==> config.mk <==
export PLATFORM = sky130hd
export DESIGN_NAME = complex_arith_unit
export DESIGN_NICKNAME = d
export VERILOG_FILES = /design/src/hdl/cau_pkg.sv /design/src/hdl/cau_mul.sv /design/src/hdl/cau_div.sv /design/src/hdl/complex_arith_unit.sv
export SDC_FILE = /design/constraint.sdc
export NUM_CORES = 2
export LEC_CHECK = 0
export ABC_AREA = 1
export BUFFER_PORTS_ARGS = -buffer_cell sky130_fd_sc_hd__buf_2
export CELL_PAD_IN_SITES_DETAIL_PLACEMENT = 0
export CELL_PAD_IN_SITES_GLOBAL_PLACEMENT = 1
export CORE_ASPECT_RATIO = 1.1
export CORE_UTILIZATION = 49
export DETAILED_ROUTE_END_ITERATION = 7
export HOLD_SLACK_MARGIN = 0.02
export PLACE_DENSITY = 0.91
export SYNTH_ARGS = -nofsm -noshare
export SYNTH_HDL_FRONTEND = slang
export SYNTH_SLANG_ARGS = --single-unit
export TNS_END_PERCENT = 30
==> constraint.sdc <==
create_clock -name clk_i -period 11 [get_ports clk_i]
set_clock_uncertainty 0.2 [all_clocks]
set_input_delay 1.1 -clock clk_i [delete_from_list [all_inputs] [get_ports clk_i]]
set_output_delay 1.1 -clock clk_i [all_outputs]
set_load 0.005 [all_outputs]
==> src/hdl/cau_pkg.sv <==
// shared types, constants and saturation helper for the complex arithmetic unit
package cau_pkg;

  localparam int unsigned FracBitsDef    = 16;
  localparam int unsigned MaxExponentDef = 255;

  typedef enum logic [2:0] {
    KIND_ADD  = 3'd0,
    KIND_SUB  = 3'd1,
    KIND_MUL  = 3'd2,
    KIND_DIV  = 3'd3,
    KIND_CONJ = 3'd4,
    KIND_SQM  = 3'd5,
    KIND_POW  = 3'd6
  } kind_e;

  typedef enum logic [1:0] {
    STAT_OK   = 2'd0,
    STAT_DIVZ = 2'd1,
    STAT_SAT  = 2'd2
  } status_e;

  typedef struct packed {
    logic signed [31:0] val;
    logic               hit;
  } sat_t;

  // quotient part handed back by the divider
  typedef struct packed {
    logic signed [31:0] q;
    logic               sat;
  } div_res_t;

  function automatic sat_t sat32(input logic signed [64:0] v);
    sat_t r;
    if (v > 65'sd2147483647) begin
      r.val = 32'sh7fffffff;
      r.hit = 1'b1;
    end else if (v < -65'sd2147483648) begin
      r.val = 32'sh80000000;
      r.hit = 1'b1;
    end else begin
      r.val = v[31:0];
      r.hit = 1'b0;
    end
    return r;
  endfunction

endpackage

==> src/hdl/cau_mul.sv <==
// shared registered 32x32 signed multiplier with floor shift of the fraction
module cau_mul #(
  parameter int unsigned FRAC_BITS = 16
) (
  input  logic               clk_i,
  input  logic signed [31:0] x_i,
  input  logic signed [31:0] y_i,
  output logic signed [63:0] tr_o
);

  logic signed [63:0] p_q;

  always_ff @(posedge clk_i) begin
    p_q <= x_i * y_i;
  end

  // arithmetic shift gives rounding toward minus infinity
  assign tr_o = p_q >>> FRAC_BITS;

endmodule

==> src/hdl/cau_div.sv <==
// restoring divider, one quotient bit a cycle, signed result saturated to 32 bits
module cau_div
  import cau_pkg::*;
#(
  parameter int unsigned FRAC_BITS = 16
) (
  input  logic               clk_i,
  input  logic               rst_ni,
  input  logic               start_i,
  input  logic signed [31:0] num_i,
  input  logic        [31:0] den_i,
  output logic               done_o,
  output div_res_t           res_o
);

  localparam int unsigned DW = 32 + FRAC_BITS;
  localparam int unsigned CW = $clog2(DW + 1);
  localparam logic [CW-1:0] LAST = CW'(DW - 1);
  localparam logic [DW-1:0] LIM_POS = DW'(64'h7fffffff);
  localparam logic [DW-1:0] LIM_NEG = DW'(64'h80000000);

  logic          busy_q;
  logic          done_q;
  logic [CW-1:0] cnt_q;
  logic [31:0]   rem_q;
  logic [31:0]   den_q;
  logic [DW-1:0] dd_q;
  logic          neg_q;
  div_res_t      res_q;

  logic [32:0]   rem_sh;
  logic          ge;
  logic [32:0]   rem_nx;
  logic [DW-1:0] q_fin;
  logic [DW-1:0] q_neg;
  logic [31:0]   mag;
  div_res_t      res_d;

  always_comb begin
    mag    = num_i[31] ? (~num_i + 32'd1) : num_i;
    rem_sh = {rem_q, dd_q[DW-1]};
    ge     = rem_sh >= {1'b0, den_q};
    rem_nx = ge ? (rem_sh - {1'b0, den_q}) : rem_sh;
    q_fin  = {dd_q[DW-2:0], ge};
    q_neg  = DW'(0) - q_fin;
    if (neg_q) begin
      if (q_fin > LIM_NEG) begin
        res_d.q   = 32'sh80000000;
        res_d.sat = 1'b1;
      end else begin
        res_d.q   = q_neg[31:0];
        res_d.sat = 1'b0;
      end
    end else if (q_fin > LIM_POS) begin
      res_d.q   = 32'sh7fffffff;
      res_d.sat = 1'b1;
    end else begin
      res_d.q   = q_fin[31:0];
      res_d.sat = 1'b0;
    end
  end

  always_ff @(posedge clk_i or negedge rst_ni) begin
    if (!rst_ni) begin
      busy_q <= 1'b0;
      done_q <= 1'b0;
    end else begin
      done_q <= 1'b0;
      if (start_i) begin
        busy_q <= 1'b1;
        cnt_q  <= '0;
        rem_q  <= '0;
        den_q  <= den_i;
        dd_q   <= DW'(mag) << FRAC_BITS;
        neg_q  <= num_i[31];
      end else if (busy_q) begin
        rem_q  <= rem_nx[31:0];
        dd_q   <= q_fin;
        cnt_q  <= cnt_q + CW'(1);
        if (cnt_q == LAST) begin
          busy_q <= 1'b0;
          done_q <= 1'b1;
          res_q  <= res_d;
        end
      end
    end
  end

  assign done_o = done_q;
  assign res_o  = res_q;

endmodule

==> src/hdl/complex_arith_unit.sv <==
// top level of the Q16.16 complex arithmetic unit: sequencer around a shared multiplier
// add, sub, conj, unused codes and zero power give the result in the cycle after start
// mul and squared magnitude run one multiply pass, integer power one pass for each of its n multiplies
// div runs a pass for a times conj(b), one for |b|^2, then the bit-serial divider on re and im
// one transaction at a time: multi-cycle ops hold busy up to the result strobe, never stalled
// asynchronous active-low reset returns the sequencer to idle with no strobe pending
module complex_arith_unit
  import cau_pkg::*;
#(
  parameter int unsigned FRAC_BITS    = FracBitsDef,
  parameter int unsigned MAX_EXPONENT = MaxExponentDef
) (
  input  logic               clk_i,
  input  logic               rst_ni,
  input  logic               start,
  output logic               busy,
  input  logic        [2:0]  kind_i,
  input  logic signed [31:0] a_re_i,
  input  logic signed [31:0] a_im_i,
  input  logic signed [31:0] b_re_i,
  input  logic signed [31:0] b_im_i,
  input  logic        [7:0]  exponent_i,
  output logic               done_o,
  output logic signed [31:0] result_re_o,
  output logic signed [31:0] result_im_o,
  output logic        [1:0]  status_o
);

  // sequencer states
  typedef enum logic [1:0] {
    S_IDLE,
    S_MAC,
    S_DIV
  } state_e;

  // what the current complex multiply pass feeds
  typedef enum logic [2:0] {
    PH_MUL,
    PH_SQM,
    PH_POW,
    PH_DIVN,
    PH_DIVD
  } phase_e;

  localparam logic signed [31:0] ONE   = 32'sd1 <<< FRAC_BITS;
  localparam logic        [15:0] MAX_E = 16'(MAX_EXPONENT);

  state_e             state_q;
  phase_e             phase_q;
  logic [2:0]         step_q;
  logic signed [31:0] xr_q, xi_q, yr_q, yi_q;
  logic signed [31:0] br_q, bi_q;
  logic signed [31:0] nr_q, ni_q;
  logic        [31:0] d_q;
  logic signed [64:0] acc_re_q, acc_im_q;
  logic        [7:0]  cnt_q;
  logic               sq_q;
  logic               sat_q;
  logic               div_start_q;
  logic               div_im_q;
  logic               done_q;
  logic signed [31:0] res_re_q, res_im_q;
  logic        [1:0]  status_q;

  logic signed [31:0] mx, my;
  logic signed [63:0] tr;
  logic signed [64:0] tr65;
  logic signed [64:0] im_fin;
  sat_t               s_re, s_im;
  sat_t               s_add_re, s_add_im, s_sub_re, s_sub_im, s_neg_ai, s_neg_bi;
  logic        [7:0]  exp_n;
  logic               div_done;
  div_res_t           div_res;

  // operand select for the shared multiplier, one real product per step
  always_comb begin
    case (step_q)
      3'd1:    begin mx = xi_q; my = yi_q; end
      3'd2:    begin mx = xr_q; my = yi_q; end
      3'd3:    begin mx = xi_q; my = yr_q; end
      default: begin mx = xr_q; my = yr_q; end
    endcase
  end

  cau_mul #(
    .FRAC_BITS (FRAC_BITS)
  ) u_mul (
    .clk_i (clk_i),
    .x_i   (mx),
    .y_i   (my),
    .tr_o  (tr)
  );

  cau_div #(
    .FRAC_BITS (FRAC_BITS)
  ) u_div (
    .clk_i   (clk_i),
    .rst_ni  (rst_ni),
    .start_i (div_start_q),
    .num_i   (div_im_q ? ni_q : nr_q),
    .den_i   (d_q),
    .done_o  (div_done),
    .res_o   (div_res)
  );

  always_comb begin
    tr65     = 65'(tr);
    im_fin   = acc_im_q + tr65;
    s_re     = sat32(acc_re_q);
    s_im     = sat32(im_fin);
    s_add_re = sat32(65'(a_re_i) + 65'(b_re_i));
    s_add_im = sat32(65'(a_im_i) + 65'(b_im_i));
    s_sub_re = sat32(65'(a_re_i) - 65'(b_re_i));
    s_sub_im = sat32(65'(a_im_i) - 65'(b_im_i));
    s_neg_ai = sat32(-65'(a_im_i));
    s_neg_bi = sat32(-65'(b_im_i));
    // power count clamps to the largest supported exponent
    exp_n    = ({8'd0, exponent_i} > MAX_E) ? MAX_E[7:0] : exponent_i;
  end

  always_ff @(posedge clk_i or negedge rst_ni) begin
    if (!rst_ni) begin
      state_q     <= S_IDLE;
      done_q      <= 1'b0;
      div_start_q <= 1'b0;
    end else begin
      done_q      <= 1'b0;
      div_start_q <= 1'b0;
      case (state_q)
        S_IDLE: begin
          if (start) begin
            sat_q  <= 1'b0;
            step_q <= 3'd0;
            br_q   <= b_re_i;
            bi_q   <= b_im_i;
            xr_q   <= a_re_i;
            xi_q   <= a_im_i;
            yr_q   <= b_re_i;
            yi_q   <= b_im_i;
            sq_q   <= 1'b0;
            case (kind_i)
              KIND_ADD: begin
                res_re_q <= s_add_re.val;
                res_im_q <= s_add_im.val;
                status_q <= (s_add_re.hit | s_add_im.hit) ? STAT_SAT : STAT_OK;
                done_q   <= 1'b1;
              end
              KIND_SUB: begin
                res_re_q <= s_sub_re.val;
                res_im_q <= s_sub_im.val;
                status_q <= (s_sub_re.hit | s_sub_im.hit) ? STAT_SAT : STAT_OK;
                done_q   <= 1'b1;
              end
              KIND_CONJ: begin
                res_re_q <= a_re_i;
                res_im_q <= s_neg_ai.val;
                status_q <= s_neg_ai.hit ? STAT_SAT : STAT_OK;
                done_q   <= 1'b1;
              end
              KIND_MUL: begin
                phase_q <= PH_MUL;
                state_q <= S_MAC;
              end
              KIND_DIV: begin
                // numerator is a times the conjugate of b
                yi_q    <= s_neg_bi.val;
                sat_q   <= s_neg_bi.hit;
                phase_q <= PH_DIVN;
                state_q <= S_MAC;
              end
              KIND_SQM: begin
                yr_q    <= a_re_i;
                yi_q    <= a_im_i;
                sq_q    <= 1'b1;
                phase_q <= PH_SQM;
                state_q <= S_MAC;
              end
              KIND_POW: begin
                if (exp_n == 8'd0) begin
                  res_re_q <= ONE;
                  res_im_q <= '0;
                  status_q <= STAT_OK;
                  done_q   <= 1'b1;
                end else begin
                  xr_q    <= ONE;
                  xi_q    <= '0;
                  yr_q    <= a_re_i;
                  yi_q    <= a_im_i;
                  cnt_q   <= exp_n;
                  phase_q <= PH_POW;
                  state_q <= S_MAC;
                end
              end
              default: begin
                res_re_q <= '0;
                res_im_q <= '0;
                status_q <= STAT_OK;
                done_q   <= 1'b1;
              end
            endcase
          end
        end

        S_MAC: begin
          step_q <= step_q + 3'd1;
          case (step_q)
            3'd1: acc_re_q <= tr65;
            3'd2: acc_re_q <= sq_q ? (acc_re_q + tr65) : (acc_re_q - tr65);
            3'd3: acc_im_q <= tr65;
            3'd4: begin
              step_q <= 3'd0;
              case (phase_q)
                PH_MUL: begin
                  res_re_q <= s_re.val;
                  res_im_q <= s_im.val;
                  status_q <= (sat_q | s_re.hit | s_im.hit) ? STAT_SAT : STAT_OK;
                  done_q   <= 1'b1;
                  state_q  <= S_IDLE;
                end
                PH_SQM: begin
                  res_re_q <= s_re.val;
                  res_im_q <= '0;
                  status_q <= (sat_q | s_re.hit) ? STAT_SAT : STAT_OK;
                  done_q   <= 1'b1;
                  state_q  <= S_IDLE;
                end
                PH_POW: begin
                  // running product feeds the next pass
                  xr_q  <= s_re.val;
                  xi_q  <= s_im.val;
                  sat_q <= sat_q | s_re.hit | s_im.hit;
                  cnt_q <= cnt_q - 8'd1;
                  if (cnt_q == 8'd1) begin
                    res_re_q <= s_re.val;
                    res_im_q <= s_im.val;
                    status_q <= (sat_q | s_re.hit | s_im.hit) ? STAT_SAT : STAT_OK;
                    done_q   <= 1'b1;
                    state_q  <= S_IDLE;
                  end
                end
                PH_DIVN: begin
                  nr_q    <= s_re.val;
                  ni_q    <= s_im.val;
                  sat_q   <= sat_q | s_re.hit | s_im.hit;
                  xr_q    <= br_q;
                  xi_q    <= bi_q;
                  yr_q    <= br_q;
                  yi_q    <= bi_q;
                  sq_q    <= 1'b1;
                  phase_q <= PH_DIVD;
                end
                PH_DIVD: begin
                  if (s_re.val <= 32'sd0) begin
                    // divisor magnitude truncates to zero
                    res_re_q <= '0;
                    res_im_q <= '0;
                    status_q <= STAT_DIVZ;
                    done_q   <= 1'b1;
                    state_q  <= S_IDLE;
                  end else begin
                    d_q         <= s_re.val;
                    sat_q       <= sat_q | s_re.hit;
                    div_im_q    <= 1'b0;
                    div_start_q <= 1'b1;
                    state_q     <= S_DIV;
                  end
                end
                default: state_q <= S_IDLE;
              endcase
            end
            default: ;
          endcase
        end

        S_DIV: begin
          if (div_done) begin
            if (!div_im_q) begin
              res_re_q    <= div_res.q;
              sat_q       <= sat_q | div_res.sat;
              div_im_q    <= 1'b1;
              div_start_q <= 1'b1;
            end else begin
              res_im_q <= div_res.q;
              status_q <= (sat_q | div_res.sat) ? STAT_SAT : STAT_OK;
              done_q   <= 1'b1;
              state_q  <= S_IDLE;
            end
          end
        end

        default: state_q <= S_IDLE;
      endcase
    end
  end

  assign busy        = (state_q != S_IDLE);
  assign done_o      = done_q;
  assign result_re_o = res_re_q;
  assign result_im_o = res_im_q;
  assign status_o    = status_q;

endmodule

# After elaboration in Yosys (flattened, before gate mapping)
# Cells that the tools add are included.
[totals] reg_bits=706 out_inout_bits=68 elab_cells=307
[classes] muxes=154 order_cmp=20 n_eq_ne=42 n_bitwise=8 multipliers=1 reduce_logical=33 add_sub_neg=15
[ops] operator="2-to-1 mux 32 bit" count=35
[ops] operator="2-to-1 mux 33 bit" count=19
[ops] operator="case mux 32 bit (2 select lines)" count=7
[ops] operator="case mux 32 bit (3 select lines)" count=4
[ops] operator="case mux 32 bit (5 select lines)" count=2
[ops] operator="greater-than comparator 65 x 32 -> 1 bit (second input constant)" count=3
[ops] operator="less-than comparator 65 x 32 -> 1 bit (second input constant)" count=3
[ops] operator="greater-than comparator 33 x 32 -> 1 bit (second input constant)" count=4
[ops] operator="less-than comparator 33 x 32 -> 1 bit (second input constant)" count=4
[ops] operator="negator 32 -> 65 bit" count=2
[ops] operator="case mux 65 bit (2 select lines)" count=1
[ops] operator="case mux 32 bit (4 select lines)" count=1
[ops] operator="2-to-1 mux 48 bit" count=2
[ops] operator="adder 32 x 32 -> 33 bit" count=2
[ops] operator="subtractor 32 x 32 -> 33 bit" count=2
[ops] operator="adder 65 x 48 -> 65 bit" count=1
[ops] operator="2-to-1 mux 65 bit" count=1
[ops] operator="subtractor 65 x 48 -> 65 bit" count=1
[ops] operator="multiplier 32 x 32 -> 64 bit" count=1
[ops] operator="adder 48 x 48 -> 49 bit" count=1
[ops] operator="greater-than comparator 49 x 32 -> 1 bit (second input constant)" count=1
[ops] operator="less-than comparator 49 x 32 -> 1 bit (second input constant)" count=1
[ops] operator="greater-than comparator 48 x 31 -> 1 bit (second input constant)" count=1
[ops] operator="greater-than comparator 48 x 32 -> 1 bit (second input constant)" count=1
[ops] operator="55 further kinds" count=173

# Longest topological paths before layout
[logic_depth] depth_word=10 mapped_depth=40 depth_no_buf=37

# By module
# Synthesis repeated with hierarchy kept, for this count alone.
[unflattened] hier_cells=13487 area_unflattened_um2=97918.9
[by_module_without_submodules] mod="complex_arith_unit" instances=1 cells_each=7104 seq_area_each_um2=15114.5 area_per_inst_um2=47914.7
[by_module_without_submodules] mod="cau_mul" instances=1 cells_each=5087 seq_area_each_um2=960.9 area_per_inst_um2=39696.8
[by_module_without_submodules] mod="cau_div" instances=1 cells_each=1296 seq_area_each_um2=4614.4 area_per_inst_um2=10307.4

# Worst setup path before layout
# OpenSTA, ideal clock, no wires.
[synth_timing] path_kind="register to register" start="register step_q[0]" end="register u_mul.p_q[62]" slack_ns=1.699 t_required_ns=10.728 path_buffers=3 stages_incl_launch_ff=35 period_less_slack_ns=9.301 t_arrival_ns=9.029 setup_ns=0.072 cell_sequence="edfxtp_1 > inv_1 > ha_1 > nand2_1 > nand2_1 > clkbuf_1 > buf_1 > nand2_1 > o21ai_1 > inv_1 > clkbuf_1 > nor2_1 > fa_1 > inv_1 > fa_1 > inv_1 > fa_1 > fa_1 > inv_1 > fa_1 > inv_1 > fa_1 > inv_1 > fa_1 > fa_1 > inv_1 > ha_1 > a21oi_1 > o21ai_0 > a21oi_1 > nor2_1 > a2111oi_0 > o21ai_0 > a21oi_1 > xnor2_1"
[synth_between] elab_chain_len=4
[synth_rtl] item="start, declared" line="complex_arith_unit.sv:50" rtl="logic [2:0] step_q;"
[synth_rtl] item="start signal, assigned" line="complex_arith_unit.sv:205" rtl="step_q <= step_q + 3'd1;"
[synth_rtl] item="== test 3 x 2 -> 1 bit or == test 3 x 1 -> 1 bit (tied branches)" line="complex_arith_unit.sv:77" rtl="case (step_q)"
[synth_rtl] item="OR reduction 2 bit (no line)"
[synth_rtl] item="2-to-1 mux 32 bit" line="complex_arith_unit.sv:77"
[synth_rtl] item="multiplier 32 x 32 -> 64 bit (*)" line="cau_mul.sv:14" rtl="p_q <= x_i * y_i;"
[synth_rtl] item="end signal, assigned" line="cau_mul.sv:14"
[synth_rtl] item="end, declared" line="cau_mul.sv:11" rtl="logic signed [63:0] p_q;"
# Every way passes the cells marked *; elsewhere a longest branch is shown, timed or not.
# A chain may end at the register's enable or synchronous reset.

# Final worst setup path
[layout_timing] start="register step_q[0]" end="register u_mul.p_q[48]"
# The elaborated chain is that of the path after synthesis.

==> run metrics <==
GRT Total Usage=0.408; final worst path period share=0.942; Seq/Total Area, Yosys=0.221; Max-Cap Viols=0; Main synth FF type=edfxtp_1; Critical Path Max Stage Delay=about 0.8 ns; mapped cell area=a little over 90,000 um^2; DIE AREA=approximately 190,000 um^2; warnings from Yosys=0; Worst setup SP type=flop; # DRC=4; HP Class=flop to flop; Setup Buffers After CTS=0; CTS Sinks=690; flop2flop setup slack=roughly 0.63 ns; Final min period=10.37 ns; Inserted Clock Buffers=83; Die X-Extent=414 um; synthesized net count=around 14,000; TritonCTS clock tree=built; Synth Instances=around 12,000; Yosys reg bits=690; post-route ant nets=0; core area=between 150,000 and 200,000 um^2; Hold WS=between 0.15 and 0.2 ns; initial antenna violation count=31; Post-Route WL=388 mm; Worst EP required=roughly 11 ns; number of port buffers=209; starting density of the core=0.496; CTS Buffer Depth=3; PostCTS Resize Cnt=0; Worst-Margin Slew=1.44 ns; # rows=approximately 170; syn_area_per_cell=between 7 and 8 um^2; largest net degree at the start of global routing=70; Slew Viols, Final=0; EDFF count, synth=around 640; global route overflow=0; routed vias/inst=~5.8; CTS H-tree depth=3; count of hold-fix buffers inserted at cts=0; layout cells sized above 1=0.0715; Final Setup Violations=0; status=finished, violations left; most common cell after layout, fill and taps aside=nand2_1; clock slew at reported path FFs=about 0.06 ns; Post-DP HPWL=roughly 310 mm; Crit-path slowest cell=clkinv_1; Iteration-0 DRC Markers=~9,100; # IOs=210; leading cell types in the layout, fill and taps excluded=2,743 x nand2_1, 2,369 x inv_1, 1,305 x nor2_1; routed vias=roughly 85,000; vias in the first global route=84,507; most frequent CP cell=fa_1; Clock Latency Late Sink=around 0.73 ns; peak fanout along the critical path=32; First-pass DRT Iterations=8; RSZ-0062 raised after global routing=false; Fin. Hold Viols=0; CTS root buf=clkbuf_16; overall die height=approximately 460 um; CP arrival=roughly 11 ns; relative slew slack=0.0385; fin nets=13,755; Crit Path Class=flop to flop; first-pass GRT wire length=~560 mm; FMAX=just under 0.1 GHz; failing checks=design-rule violations; fraction of registers with async set/reset=0.00870; count of cell types in the netlist=75; Crit. End Element=flop; Routability Congestion=1.11; WL/cell=~27 um; area grow syn2layout=7.56%
==> synth_stat cells, types with 14 or more instances <==
library cell / number / share of area
a21boi_0: 20 / 0.0016
a21o_1: 21 / 0.0017
a21oi_1: 548 / 0.030
a31oi_1: 68 / 0.0046
buf_1: 14 / 0.00057
buf_2: 57 / 0.0031
clkbuf_1: 281 / 0.012
clkinv_1: 22 / 0.00090
dfxtp_1: 48 / 0.011
edfxtp_1: 636 / 0.21
fa_1: 1088 / 0.24
ha_1: 475 / 0.065
inv_1: 2371 / 0.097
inv_2: 45 / 0.0018
nand2_1: 2745 / 0.11
nand2_2: 61 / 0.0042
nand2_4: 35 / 0.0043
nand3_1: 416 / 0.023
nand3b_1: 14 / 0.0011
nand4_1: 105 / 0.0072
nor2_1: 1319 / 0.054
nor2_2: 39 / 0.0027
nor3_1: 130 / 0.0071
nor4_1: 50 / 0.0034
o211ai_1: 107 / 0.0088
o21a_1: 30 / 0.0025
o21ai_0: 447 / 0.024
o21ai_1: 69 / 0.0038
o21bai_1: 24 / 0.0020
o221ai_1: 49 / 0.0047
o22ai_1: 36 / 0.0025
or2_2: 41 / 0.0028
xnor2_1: 84 / 0.0080
xor2_1: 273 / 0.026
==> final cells by class <==
type	instances	area, um^2
Antenna cell	22	55.1
Clock buffer	94	2120
Clock inverter	57	692
Fill cell	17867	86100
Inverter	2438	9150
Multi-Input combinational cell	8436	60700
Sequential cell	690	20200
Tap cell	2421	3030
Timing Repair Buffer	401	2490
==> path summary, 6_finish.rpt <==
| kind | from | end | depth (start not counted) |
|---|---|---|---|
| setup / recovery | step_q[0] | u_mul.p_q[48] | 30 |
| hold / removal | d_q[5] | u_div.den_q[5] | 0 |
| setup reg to reg | step_q[0] | u_mul.p_q[48] | 30 |
| hold reg to reg | d_q[5] | u_div.den_q[5] | 0 |
| max in group asynchronous | rst_ni | u_div.busy_q | 3 |
| min in group asynchronous | rst_ni | done_o | 2 |
==> sequential cells by signal, indices dropped and copies added (netlist names), 33 cells and up <==
name         count
acc_im_q        48
u_div.res_o     33
u_mul.p_q       48
acc_re_q        65
u_div.dd_q      48
==> layer usage <==
| layer | global-route usage | wire length (um) |
|---|---|---|
| met1 | 0.482 | 138000 |
| met2 | 0.637 | 172000 |
| met3 | 0.0776 | 36200 |
| met4 | 0.367 | 41700 |
| met5 | 0 | 58 |
==> metrics by stage <==
step	setup slack (ns)	utilization	TNS [ns]	instance area [um^2]	cells
global placement	-0.0487	0.518	-0.0959	95500	14385
detailed placement	0.901	0.518	0	95600	14386
floorplan	1.70	-	0	91500	11946
finish	0.634	0.533	0	98400	14559
CTS	0.869	0.533	0	98400	14537
global route	0.380	0.533	0	98400	14539
==> cell families (layout without fill, tap and decap cells) <==
family,count (synthesis),count (layout),share of synthesized area
compound gates,1493,1493,0.0938
xor+xnor,357,357,0.0342
fa+ha+maj,1563,1563,0.303
buf+inv,2820,2990,0.119
flops,690,690,0.221
mux,9,9,0.000985
other cells,0,22,0
simple gates,5014,5014,0.228
==> worst max-delay path, delay by kind of cell (launching register included) <==
family | cells | cell delay, ns
flops | 1 | 0.44
simple gates | 7 | 1.23
fa+ha+maj | 11 | 4.90
compound gates | 4 | 1.50
buf+inv | 7 | 1.70
xor+xnor | 1 | 0.25
Power is not shown: default switching activity piles up to over one toggle a cycle in this logic, so the estimate is an artifact.
